===== src/hdl/sector_container_catalog_parser_unit_defines.svh =====
// assertion macros for the catalog parser
`ifndef SECTOR_CONTAINER_CATALOG_PARSER_UNIT_DEFINES_SVH
`define SECTOR_CONTAINER_CATALOG_PARSER_UNIT_DEFINES_SVH

`ifndef ASSERT_OFF
// property that holds at every clock edge outside reset
`define SCCP_ASSERT(label, clk, rstn, prop, msg) \
    label: assert property (@(posedge clk) disable iff (!(rstn)) prop) else $error(msg);
// condition that must never be seen outside reset
`define SCCP_ASSERT_NEVER(label, clk, rstn, expr, msg) \
    label: assert property (@(posedge clk) disable iff (!(rstn)) !(expr)) else $error(msg);
`else
`define SCCP_ASSERT(label, clk, rstn, prop, msg)
`define SCCP_ASSERT_NEVER(label, clk, rstn, expr, msg)
`endif

`endif


===== src/hdl/sccp_pkg.sv =====
package sccp_pkg;

    localparam int SIG_LEN   = 8;
    localparam int HDR_LEN   = 9;
    localparam int ENTRY_LEN = 14;
    localparam int POS_W     = 12;
    localparam int POS_MAX   = 4095;

    localparam logic [7:0] CHAR_LOW   = 8'd32;
    localparam logic [7:0] CHAR_HIGH  = 8'd127;
    localparam logic [7:0] SUB_CHAR   = 8'h5F;
    localparam logic [7:0] SPACE_CHAR = 8'h20;

    localparam logic KIND_ENTRY   = 1'b0;
    localparam logic KIND_SUMMARY = 1'b1;

    localparam logic [1:0] STATUS_OK      = 2'd0;
    localparam logic [1:0] STATUS_BAD_SIG = 2'd1;
    localparam logic [1:0] STATUS_SHORT   = 2'd2;

    // output queue
    localparam int Q_DEPTH = 4;
    localparam int Q_IDX_W = 2;
    localparam int Q_CNT_W = 3;

    localparam int M_TDATA_W = 208;

    // packed with entry_index in the lowest bits
    typedef struct packed {
        logic [1:0]  status;
        logic [31:0] byte_sum;
        logic [23:0] length_sum;
        logic [23:0] data_start;
        logic [7:0]  sector_count;
        logic [15:0] byte_length;
        logic [15:0] start_value;
        logic [7:0]  file_type;
        logic [63:0] file_name;
        logic [7:0]  entry_index;
    } rec_data_t;

    typedef struct packed {
        logic      record_kind;
        logic      last_result;
        rec_data_t data;
    } rec_t;

    typedef struct packed {
        logic ent_valid;
        logic sum_valid;
        rec_t ent;
        rec_t summ;
    } core_out_t;

    function automatic logic [7:0] sig_char(input logic [2:0] idx);
        logic [7:0] c;
        case (idx)
            3'd0:    c = "S";
            3'd1:    c = "I";
            3'd2:    c = "N";
            3'd3:    c = "C";
            3'd4:    c = "L";
            3'd5:    c = "A";
            3'd6:    c = "I";
            3'd7:    c = "R";
            default: c = "S";
        endcase
        return c;
    endfunction

    function automatic logic [7:0] sanitize(input logic [7:0] b);
        logic [7:0] c;
        c = (b >= CHAR_LOW && b < CHAR_HIGH) ? b : SUB_CHAR;
        return c;
    endfunction

    // drop trailing spaces above the end of the name
    function automatic logic [63:0] trim_name(input logic [63:0] nm);
        logic [63:0] r;
        logic        skip_zero;
        logic        trimming;
        r         = nm;
        skip_zero = 1'b1;
        trimming  = 1'b1;
        for (int i = 7; i >= 0; i--) begin
            if (skip_zero && r[i*8 +: 8] == 8'd0) begin
                skip_zero = 1'b1;
            end else if (trimming && r[i*8 +: 8] == SPACE_CHAR) begin
                skip_zero    = 1'b0;
                r[i*8 +: 8]  = 8'd0;
            end else begin
                skip_zero = 1'b0;
                trimming  = 1'b0;
            end
        end
        return r;
    endfunction

endpackage


===== src/hdl/sector_container_catalog_parser_unit.sv =====
// sector container catalog parser
// s_ channel: one image byte per transfer, s_tlast on the final byte of the image
// m_ channel: one record per transfer; m_tuser says entry record (0) or summary (1),
//   m_tlast marks the last record caused by one input byte
// an entry record leaves after the fourteenth byte of each catalog entry; the
//   summary (status, total length, byte-sum) follows the byte flagged by s_tlast
// a record is written into the output queue when the byte that completes it is accepted
// throughput: one byte per cycle while s_tready is high; the parse state is updated in a single pass
//   per byte and at most two records per byte enter a four-slot output queue
// s_tready is high while the queue has room for two records, so a stalled
//   receiver holds at most four records before the input side is stopped
// entry records are sent before the status is known; drop them unless the
//   summary reports ok
// reset: synchronous, aresetn low; clears the parse state and empties the queue;
//   after each summary the parser returns to its reset state for the next image
`include "sector_container_catalog_parser_unit_defines.svh"

module sector_container_catalog_parser_unit import sccp_pkg::*; #(
    parameter int SECTOR_BYTES = 256
) (
    input  logic                 aclk,
    input  logic                 aresetn,
    input  logic                 s_tvalid,
    output logic                 s_tready,
    input  logic [7:0]           s_tdata,   // data_byte
    input  logic                 s_tlast,   // last_byte
    output logic                 m_tvalid,
    input  logic                 m_tready,
    // entry_index, file_name, file_type, start_value, byte_length, sector_count,
    // data_start, length_sum, byte_sum, status, zero padding
    output logic [M_TDATA_W-1:0] m_tdata,
    output logic                 m_tuser,   // record_kind
    output logic                 m_tlast    // last_result
);

    localparam int PAD_W = M_TDATA_W - $bits(rec_data_t);

    logic               s_accept;
    core_out_t          core_out;
    rec_t               head;
    logic [Q_CNT_W-1:0] q_count;

    // room for the two records that one byte can produce
    assign s_tready = (q_count <= Q_CNT_W'(Q_DEPTH - 2));
    assign s_accept = s_tvalid && s_tready;

    sccp_core #(
        .SECTOR_BYTES (SECTOR_BYTES)
    ) u_core (
        .aclk      (aclk),
        .aresetn   (aresetn),
        .accept    (s_accept),
        .data_byte (s_tdata),
        .last_byte (s_tlast),
        .result    (core_out)
    );

    sccp_out_queue u_queue (
        .aclk       (aclk),
        .aresetn    (aresetn),
        .push       (core_out),
        .pop_ready  (m_tready),
        .head_valid (m_tvalid),
        .head       (head),
        .count      (q_count)
    );

    assign m_tdata = {PAD_W'(0), head.data};
    assign m_tuser = head.record_kind;
    assign m_tlast = head.last_result;

    // queue never overfills
    `SCCP_ASSERT_NEVER(a_queue_bound, aclk, aresetn, q_count > Q_CNT_W'(Q_DEPTH), "queue overflow")
    // a final byte always leaves a summary waiting on the next cycle
    `SCCP_ASSERT(a_summary_queued, aclk, aresetn, s_accept && s_tlast |=> m_tvalid, "summary missing")
    // a summary is always the last record of its byte
    `SCCP_ASSERT(a_summary_last, aclk, aresetn, m_tvalid && m_tuser |-> m_tlast, "summary without tlast")
    // an entry record never reports a status
    `SCCP_ASSERT(a_entry_status, aclk, aresetn, m_tvalid && !m_tuser |-> head.data.status == STATUS_OK, "entry status set")

endmodule


===== src/hdl/sccp_core.sv =====
module sccp_core import sccp_pkg::*; #(
    parameter int SECTOR_BYTES = 256
) (
    input  logic       aclk,
    input  logic       aresetn,
    input  logic       accept,
    input  logic [7:0] data_byte,
    input  logic       last_byte,
    output core_out_t  result
);

    localparam int SECT_W = $clog2(SECTOR_BYTES + 1);
    localparam int PROD_W = 8 + SECT_W;

    logic [POS_W-1:0] hdr_pos_reg,    hdr_pos_next;
    logic             sig_ok_reg,     sig_ok_next;
    logic [7:0]       ent_total_reg,  ent_total_next;
    logic [3:0]       ent_pos_reg,    ent_pos_next;
    logic [7:0]       ent_cnt_reg,    ent_cnt_next;
    logic [63:0]      name_reg,       name_next;
    logic             name_end_reg,   name_end_next;
    logic [47:0]      field_reg,      field_next;
    logic [23:0]      offset_reg,     offset_next;
    logic [23:0]      length_reg,     length_next;
    logic [31:0]      sum_reg,        sum_next;

    logic             emit;
    logic [2:0]       field_idx;
    logic [PROD_W-1:0] sect_step;
    logic [1:0]       st;

    assign field_idx = 3'(ent_pos_reg - 4'(SIG_LEN));

    always_comb begin
        hdr_pos_next   = hdr_pos_reg;
        sig_ok_next    = sig_ok_reg;
        ent_total_next = ent_total_reg;
        ent_pos_next   = ent_pos_reg;
        ent_cnt_next   = ent_cnt_reg;
        name_next      = name_reg;
        name_end_next  = name_end_reg;
        field_next     = field_reg;
        offset_next    = offset_reg;
        length_next    = length_reg;
        sum_next       = sum_reg + 32'(data_byte);
        sect_step      = '0;
        emit           = 1'b0;
        result         = '0;

        if (hdr_pos_reg < POS_W'(SIG_LEN)) begin
            if (data_byte != sig_char(hdr_pos_reg[2:0])) begin
                sig_ok_next = 1'b0;
            end
        end else if (hdr_pos_reg == POS_W'(SIG_LEN)) begin
            ent_total_next = data_byte;
            offset_next    = 24'(HDR_LEN) + 24'(data_byte) * 24'(ENTRY_LEN);
        end else if (ent_cnt_reg < ent_total_reg) begin
            if (ent_pos_reg < 4'(SIG_LEN)) begin
                if (!name_end_reg) begin
                    if (data_byte == 8'd0) begin
                        name_end_next = 1'b1;
                    end else begin
                        name_next[ent_pos_reg[2:0]*8 +: 8] = sanitize(data_byte);
                    end
                end
            end else if (ent_pos_reg < 4'(ENTRY_LEN)) begin
                field_next[field_idx*8 +: 8] = data_byte;
            end
            if (ent_pos_reg == 4'(ENTRY_LEN - 1)) begin
                emit = 1'b1;
                result.ent.record_kind        = KIND_ENTRY;
                result.ent.last_result        = !last_byte;
                result.ent.data.entry_index   = ent_cnt_reg;
                result.ent.data.file_name     = trim_name(name_next);
                result.ent.data.file_type     = field_next[7:0];
                result.ent.data.start_value   = field_next[23:8];
                result.ent.data.byte_length   = field_next[39:24];
                result.ent.data.sector_count  = field_next[47:40];
                result.ent.data.data_start    = offset_reg;
                sect_step     = PROD_W'(field_next[47:40]) * PROD_W'(SECTOR_BYTES);
                offset_next   = offset_reg + 24'(sect_step);
                length_next   = length_reg + 24'(field_next[39:24]);
                ent_cnt_next  = ent_cnt_reg + 8'd1;
                ent_pos_next  = 4'd0;
                name_next     = '0;
                name_end_next = 1'b0;
                field_next    = '0;
            end else begin
                ent_pos_next = ent_pos_reg + 4'd1;
            end
        end

        if (hdr_pos_reg != POS_W'(POS_MAX)) begin
            hdr_pos_next = hdr_pos_reg + POS_W'(1);
        end

        // summary built from the state after this byte
        if (hdr_pos_reg < POS_W'(SIG_LEN)) begin
            st = STATUS_SHORT;
        end else if (!sig_ok_next) begin
            st = STATUS_BAD_SIG;
        end else if (ent_cnt_next < ent_total_next) begin
            st = STATUS_SHORT;
        end else begin
            st = STATUS_OK;
        end
        result.summ.record_kind = KIND_SUMMARY;
        result.summ.last_result = 1'b1;
        result.summ.data.status = st;
        if (st == STATUS_OK) begin
            result.summ.data.entry_index = ent_total_next;
            if (ent_total_next != 8'd0) begin
                result.summ.data.length_sum = length_next;
                result.summ.data.byte_sum   = sum_next;
            end
        end

        result.ent_valid = accept && emit;
        result.sum_valid = accept && last_byte;
    end

    always_ff @(posedge aclk) begin
        if (!aresetn || (accept && last_byte)) begin
            hdr_pos_reg   <= '0;
            sig_ok_reg    <= 1'b1;
            ent_total_reg <= '0;
            ent_pos_reg   <= '0;
            ent_cnt_reg   <= '0;
            name_reg      <= '0;
            name_end_reg  <= 1'b0;
            field_reg     <= '0;
            offset_reg    <= '0;
            length_reg    <= '0;
            sum_reg       <= '0;
        end else if (accept) begin
            hdr_pos_reg   <= hdr_pos_next;
            sig_ok_reg    <= sig_ok_next;
            ent_total_reg <= ent_total_next;
            ent_pos_reg   <= ent_pos_next;
            ent_cnt_reg   <= ent_cnt_next;
            name_reg      <= name_next;
            name_end_reg  <= name_end_next;
            field_reg     <= field_next;
            offset_reg    <= offset_next;
            length_reg    <= length_next;
            sum_reg       <= sum_next;
        end
    end

endmodule


===== src/hdl/sccp_out_queue.sv =====
module sccp_out_queue import sccp_pkg::*; (
    input  logic               aclk,
    input  logic               aresetn,
    input  core_out_t          push,
    input  logic               pop_ready,
    output logic               head_valid,
    output rec_t               head,
    output logic [Q_CNT_W-1:0] count
);

    rec_t               slot_reg [Q_DEPTH];
    logic [Q_IDX_W-1:0] head_reg, head_next;
    logic [Q_IDX_W-1:0] tail_reg, tail_next;
    logic [Q_CNT_W-1:0] count_reg, count_next;
    logic [Q_IDX_W-1:0] sum_idx;
    logic               pop;
    logic [1:0]         n_push;

    assign head_valid = (count_reg != '0);
    assign head       = slot_reg[head_reg];
    assign count      = count_reg;
    assign pop        = head_valid && pop_ready;
    assign n_push     = 2'(push.ent_valid) + 2'(push.sum_valid);
    assign sum_idx    = tail_reg + Q_IDX_W'(push.ent_valid);

    always_comb begin
        head_next  = head_reg + Q_IDX_W'(pop);
        tail_next  = tail_reg + Q_IDX_W'(n_push);
        count_next = count_reg + Q_CNT_W'(n_push) - Q_CNT_W'(pop);
    end

    always_ff @(posedge aclk) begin
        if (!aresetn) begin
            head_reg  <= '0;
            tail_reg  <= '0;
            count_reg <= '0;
        end else begin
            head_reg  <= head_next;
            tail_reg  <= tail_next;
            count_reg <= count_next;
        end
    end

    // entry record goes in ahead of the summary
    always_ff @(posedge aclk) begin
        if (push.ent_valid) begin
            slot_reg[tail_reg] <= push.ent;
        end
        if (push.sum_valid) begin
            slot_reg[sum_idx] <= push.summ;
        end
    end

endmodule


===== config.mk =====
export PLATFORM = sky130hd
export DESIGN_NAME = sector_container_catalog_parser_unit
export DESIGN_NICKNAME = d
export VERILOG_FILES = /design/src/hdl/sccp_pkg.sv /design/src/hdl/sector_container_catalog_parser_unit.sv /design/src/hdl/sccp_core.sv /design/src/hdl/sccp_out_queue.sv
export VERILOG_INCLUDE_DIRS = /design/src /design/src/hdl
export SDC_FILE = /design/constraint.sdc
export NUM_CORES = 2
export LEC_CHECK = 0
export ABC_CLOCK_PERIOD_IN_PS = 6250
export BUFFER_PORTS_ARGS = -buffer_cell sky130_fd_sc_hd__buf_2
export CAP_MARGIN = 20
export CORE_ASPECT_RATIO = 0.9
export CORE_MARGIN = 2
export CORE_UTILIZATION = 62
export DETAILED_ROUTE_END_ITERATION = 16
export GPL_TIMING_DRIVEN = 0
export PLACE_DENSITY = 0.88
export SETUP_SLACK_MARGIN = 0.4
export SLEW_MARGIN = 10
export SYNTH_ARGS = -nofsm -noshare
export SYNTH_HDL_FRONTEND = slang
export SYNTH_SLANG_ARGS = --single-unit

===== constraint.sdc =====
create_clock -name aclk -period 6.25 [get_ports aclk]
set_clock_uncertainty 0.2 [all_clocks]
set_input_delay 1.5625 -clock aclk [delete_from_list [all_inputs] [get_ports aclk]]
set_output_delay 1.5625 -clock aclk [all_outputs]
set_load 0.005 [all_outputs]

**Word-level counts from Yosys, hierarchy flattened**

Memories as Yosys holds them, arrays and structs flattened. A register that Yosys moved wholly into a read port is not among the register bits.
Cells that the tools add are included.

- Register bits: 233
- Bits in writable memories: 816
- Memory bits (read-only): 40
- Input bits: 13
- Output and inout port bits: 212
- Word-level logic and storage cells: 255
- Memories: 2

Memory list:

| name | depth | width | rd ports | clocked after Yosys merged registers in | wr ports | line | RTL |
|---|---|---|---|---|---|---|---|
| u_queue.slot_reg | 4 | 204 | 1 | 1 | 2 | sccp_out_queue.sv:11 | `rec_t slot_reg [Q_DEPTH];` |
| (no name shown) | 8 | 5 | 1 | 1 | 0 | sccp_pkg.sv:57 | `case (idx)` |

- $add $sub $neg: 16
- $mul: 1
- Magnitude comparators: 8
- Equality and inequality tests: 12
- Shift operators: 4
- Mux-type cells: 155
- Bitwise gates (word level): 2
- Reductions and logical operators: 41

Operator list:

| operator | count |
|---|---|
| 144-bit 2-to-1 mux | 4 |
| 64-bit 2-to-1 mux | 7 |
| 48-bit 2-to-1 mux | 6 |
| 8-bit 2-to-1 mux | 25 |
| 24-bit 2-to-1 mux | 7 |
| 56-bit 2-to-1 mux | 2 |
| 1-bit 2-to-1 mux | 92 |
| 8-bit logical NOT | 9 |
| 6-bit negation with 34-bit output | 2 |
| 64-bit bitwise mux | 1 |
| 8-bit by 6-bit == test with 1-bit output (second input constant) | 8 |
| 8-bit by 34-bit variable shift with 64-bit output (first input constant) | 1 |
| 8-bit by 34-bit indexed part select with 64-bit output | 1 |
| 24-bit by 16-bit adder with 24-bit output | 2 |
| 48-bit bitwise mux | 1 |
| 8-bit by 34-bit variable shift with 48-bit output (first input constant) | 1 |
| 8-bit by 34-bit indexed part select with 48-bit output | 1 |
| 32-bit by 8-bit adder with 32-bit output | 1 |
| 1-bit logical AND | 19 |
| 8-bit less-than comparator | 2 |
| 2-bit 2-to-1 mux | 7 |
| 4-bit by 12-bit adder with 13-bit output (first input constant) | 1 |
| 12-bit by 1-bit adder with 12-bit output (second input constant) | 1 |
| 12-bit by 4-bit == test with 1-bit output (second input constant) | 1 |
| 29 further kinds | 37 |

**Logic depth before layout (Yosys ltp)**

- Depth in word-level cells: 67
- Gate-level depth with buffers: 22
- Depth with buffers taken out: 19

**Modules after synthesis**

From an unflattened synthesis, not the netlist that was laid out.

- Cell total of the unflattened synthesis: 4349
- Area total of the unflattened synthesis: 57417.6 um^2

By module, submodules not included:

| module | times used | cells each | area each (um^2) | sequential area each (um^2) |
|---|---|---|---|---|
| sccp_out_queue | 1 | 2020 | 40202.3 | 24643.6 |
| sccp_core | 1 | 2320 | 17151.4 | 4624.4 |
| sector_container_catalog_parser_unit | 1 | 9 | 63.8 | 0.0 |

**Least setup slack after synthesis**

No wires, ideal clock.

- Path type: in2reg
- Start point: in s_tvalid
- End point: mem u_queue.slot_reg[0][0] (netlist bit) (enable)
- Library setup time: 0.420 ns
- Arrival: 5.205 ns
- Slack: 0.425 ns
- Cell stages on the path: 11
- Cell sequence: and2_1 o2111ai_1 clkinv_1 clkbuf_1 buf_1 ha_1 clkbuf_1 nor3_1 nor2_1 clkbuf_1 inv_1

RTL lines:

| element | line | RTL |
|---|---|---|
| start: declaration | sector_container_catalog_parser_unit.sv:23 | `input logic s_tvalid,` |
| end: declaration | sccp_out_queue.sv:11 |  |

==> impl_metrics.tcl <==
set metrics [dict create \
    async_reset_ff_share_pct 0 \
    hold_viol 0 \
    synth_area_per_cell_um2 9.271 \
    fin_ws_ps 469.5 \
    period_minus_slack_ps 5780 \
    synth-compound-area-share_pct 11.51 \
    setup_tns_ps 0 \
    drt-total-wl_um 160700 \
    clk_path_buf_depth 3 \
    max_stage_delay_ps 460 \
    start_kind "flop" \
    drive_gt1_share_pct 13.25 \
    synth_mux_area_share_pct 11.07 \
    via_count 44230 \
    slew_viol_final 0 \
    leakagePower_nw 19.16 \
    ys.flop_type "dfxtp_1" \
    drc_errors 0 \
    yosys.area_share.adder_pct 2.741 \
    start_util_pct 62.42 \
    area_growth_pct 12.72 \
    clk_latency_ps 700 \
    gp_congestion 1.001 \
    cts_tree "yes" \
    cts-buffers-inserted 102 \
    fin_crit_sh_pct 92.49 \
    max_cap_violations 0 \
    relSlewSlack_pct 19.74 \
    critPathKind "reg -> reg" \
    area.sequential_mm2 0.02375 \
    nets 5689 \
    die_height_um 269.3 \
    dp_hpwl_um 109200 \
    synthSimpleGateAreaFrac_pct 19.45 \
    fin_total_pwr_mw 15.93 \
    powerDensity_mw_per_mm2 291.4 \
    worstPathMaxFanout 42 \
    fp.dieW_um 298.8 \
    avgRoutedWirePerCell_um 23.98 \
    rrSetupSlack_ps 470 \
    place_ws_ps -596.2 \
    rsz0062_at_grt "true" \
    grt_pass1_wl_um 243100 \
    synth.ff_latch_count 1054 \
    synth_top_area_share_pct 32.62 \
    fmax_mhz 173.0 \
    pin_count 225 \
    overflow 0 \
    vias_per_cell 6.601 \
    netlist_top_cells_count "1183 x nand2_1, 790 x dfxtp_1, 674 x a21oi_1" \
    cts-root-buf "clkbuf_16" \
    worstMarginPinSlew_ps 1204 \
    antenna_found_initial 4 \
    synth_top_family_by_area "simple AND/OR/NAND/NOR gates" \
    yosysTopAreaCell "dfxtp_1" \
    cp_cell_sequence "ha_1, and4_1, clkbuf_1, nand2_1, and2_1, o2111ai_1, clkinv_1, clkbuf_2, buf_2, ha_1, clkbuf_1, nand3_1, nor2_2, nor2_2, clkbuf_2, clkinv_4, buf_16" \
    peakVddDrop_uv 224.0 \
    antenna_left 0 \
    die_area_mm2 0.08046 \
    hp-class "reg -> reg" \
    status "completed" \
    syn_inst 5230 \
    arrival_ps 5930 \
    cts_sinks 1054 \
    grt_start_max_net_pins 49 \
    whs_ps 245.2 \
    end_kind "flop" \
    dr.pass1.iters 9 \
    synth_most_common_cell "nand2_1" \
    finalSetupViolations 0 \
    clk_pin_slew_ps 70 \
    htreeDepth 3 \
    synthXorXnorAreaFrac_pct 2.312 \
    port_buffers 218 \
    multiInputGateArea_mm2 0.02302 \
    ys_types 74 \
    syn_area_mm2 0.04849 \
    crit_buf_inv 8 \
    yosysWarnings 0 \
    slowest_stage "nor2_2" \
    rows 97 \
    grt_pass1_vias 42380 \
    drt-initial-drc-count 6652 \
    required_ps 6400 \
    largest_register_ff_count 816 \
    yosysSeqAreaShare_pct 48.97 \
    ys_top_cells_by_area "dfxtp_1 33%, edfxtp_1 16%, mux4_2 9.5%, nand2_1 9.2%, a21oi_1 7.0%" \
    coreArea_mm2 0.07767 \
    fillerInstances 5460 \
    synth_edf_count 264 \
    track_usage_pct 38.66 \
    crit_family "buffers and inverters" \
]
## timing repair
action	in CTS	in global routing
pin swaps	0	4
cloned	0	0
setup buffers	0	4
resized for setup	43	68
endpoints found under the setup margin	642	815
hold buffers	0	0
## per-stage QoR
stage                     cells  area [um2]  util, %
after floorplan            5235       48510        -
after global placement     6492       50900    65.53
after detailed placement   6500       51070    65.74
after CTS                  6687       54420    70.06
after global routing       6699       54650    70.36
final                      6701       54650    70.36
## cell families after synthesis
group / Yosys count
simple gates: 2188
mux: 279
compound gates: 993
buf+inv: 488
other cells: 1
xor+xnor: 128
flops: 1054
fa+ha+maj: 99
## where the power goes
part	total, mW	internal, mW	switching [mW]
clock	6.12	3.38	2.74
sequential	7.15	7.09	0.0596
combinational	2.66	0.921	1.74
## layout by cell type, fill, tap and decap left out, drive strengths merged, types with 87 or more instances in the layout
master / n
nand2: 1183
dfxtp: 790
a21oi: 674
clkbuf: 460
nor2: 354
buf: 341
nor3: 268
edfxtp: 264
mux4: 204
nand3: 166
o21ai: 110
a211oi: 94
ha: 87
## worst reg2reg max path, cell delays in order, from the launching register on
cell	delay (ps)
dfxtp_1	420
ha_1	410
and4_1	220
clkbuf_1	270
nand2_1	110
and2_1	200
o2111ai_1	140
clkinv_1	320
clkbuf_2	330
buf_2	330
ha_1	330
clkbuf_1	280
nand3_1	240
nor2_2	460
nor2_2	210
clkbuf_2	300
clkinv_4	320
buf_16	310
## cell type report
type                       instances  share of cell area [%]
antenna                            2                0.009157
buffer                           413                   3.102
clock buffer                     150                   5.375
clock inverter                    37                  0.5380
inverter                          75                  0.5380
multi-input combinational       3693                   42.11
sequential                      1054                   43.45
tap                             1039                   2.379
timing repair buffer             238                   2.498
## layer usage
metal | share of wire, % | GRT usage, % | vias up
li1 | - | - | 19090
met1 | 35 | 51.00 | 20840
met2 | 44 | 57.34 | 3623
met3 | 15 | 11.47 | 673
met4 | 6.1 | 21.13 | 6
met5 | 0.020 | 0 | -
## worst paths after layout
path | from | endpoint | depth (start not counted)
worst max-delay path | u_core.ent_cnt_reg[7]$_SDFFE_PP0P_ | u_queue.slot_reg[3][155]$_DFFE_PP_ | 17
worst min-delay path | u_queue.slot_reg[0][203]$_SDFFE_PP1P_ | u_queue.slot_reg[0][203]$_SDFFE_PP1P_ | 2
worst max register to register | u_core.ent_cnt_reg[7]$_SDFFE_PP0P_ | u_queue.slot_reg[3][155]$_DFFE_PP_ | 17
worst min register to register | u_queue.slot_reg[0][203]$_SDFFE_PP1P_ | u_queue.slot_reg[0][203]$_SDFFE_PP1P_ | 2
Power figures use the tool's default switching activity.
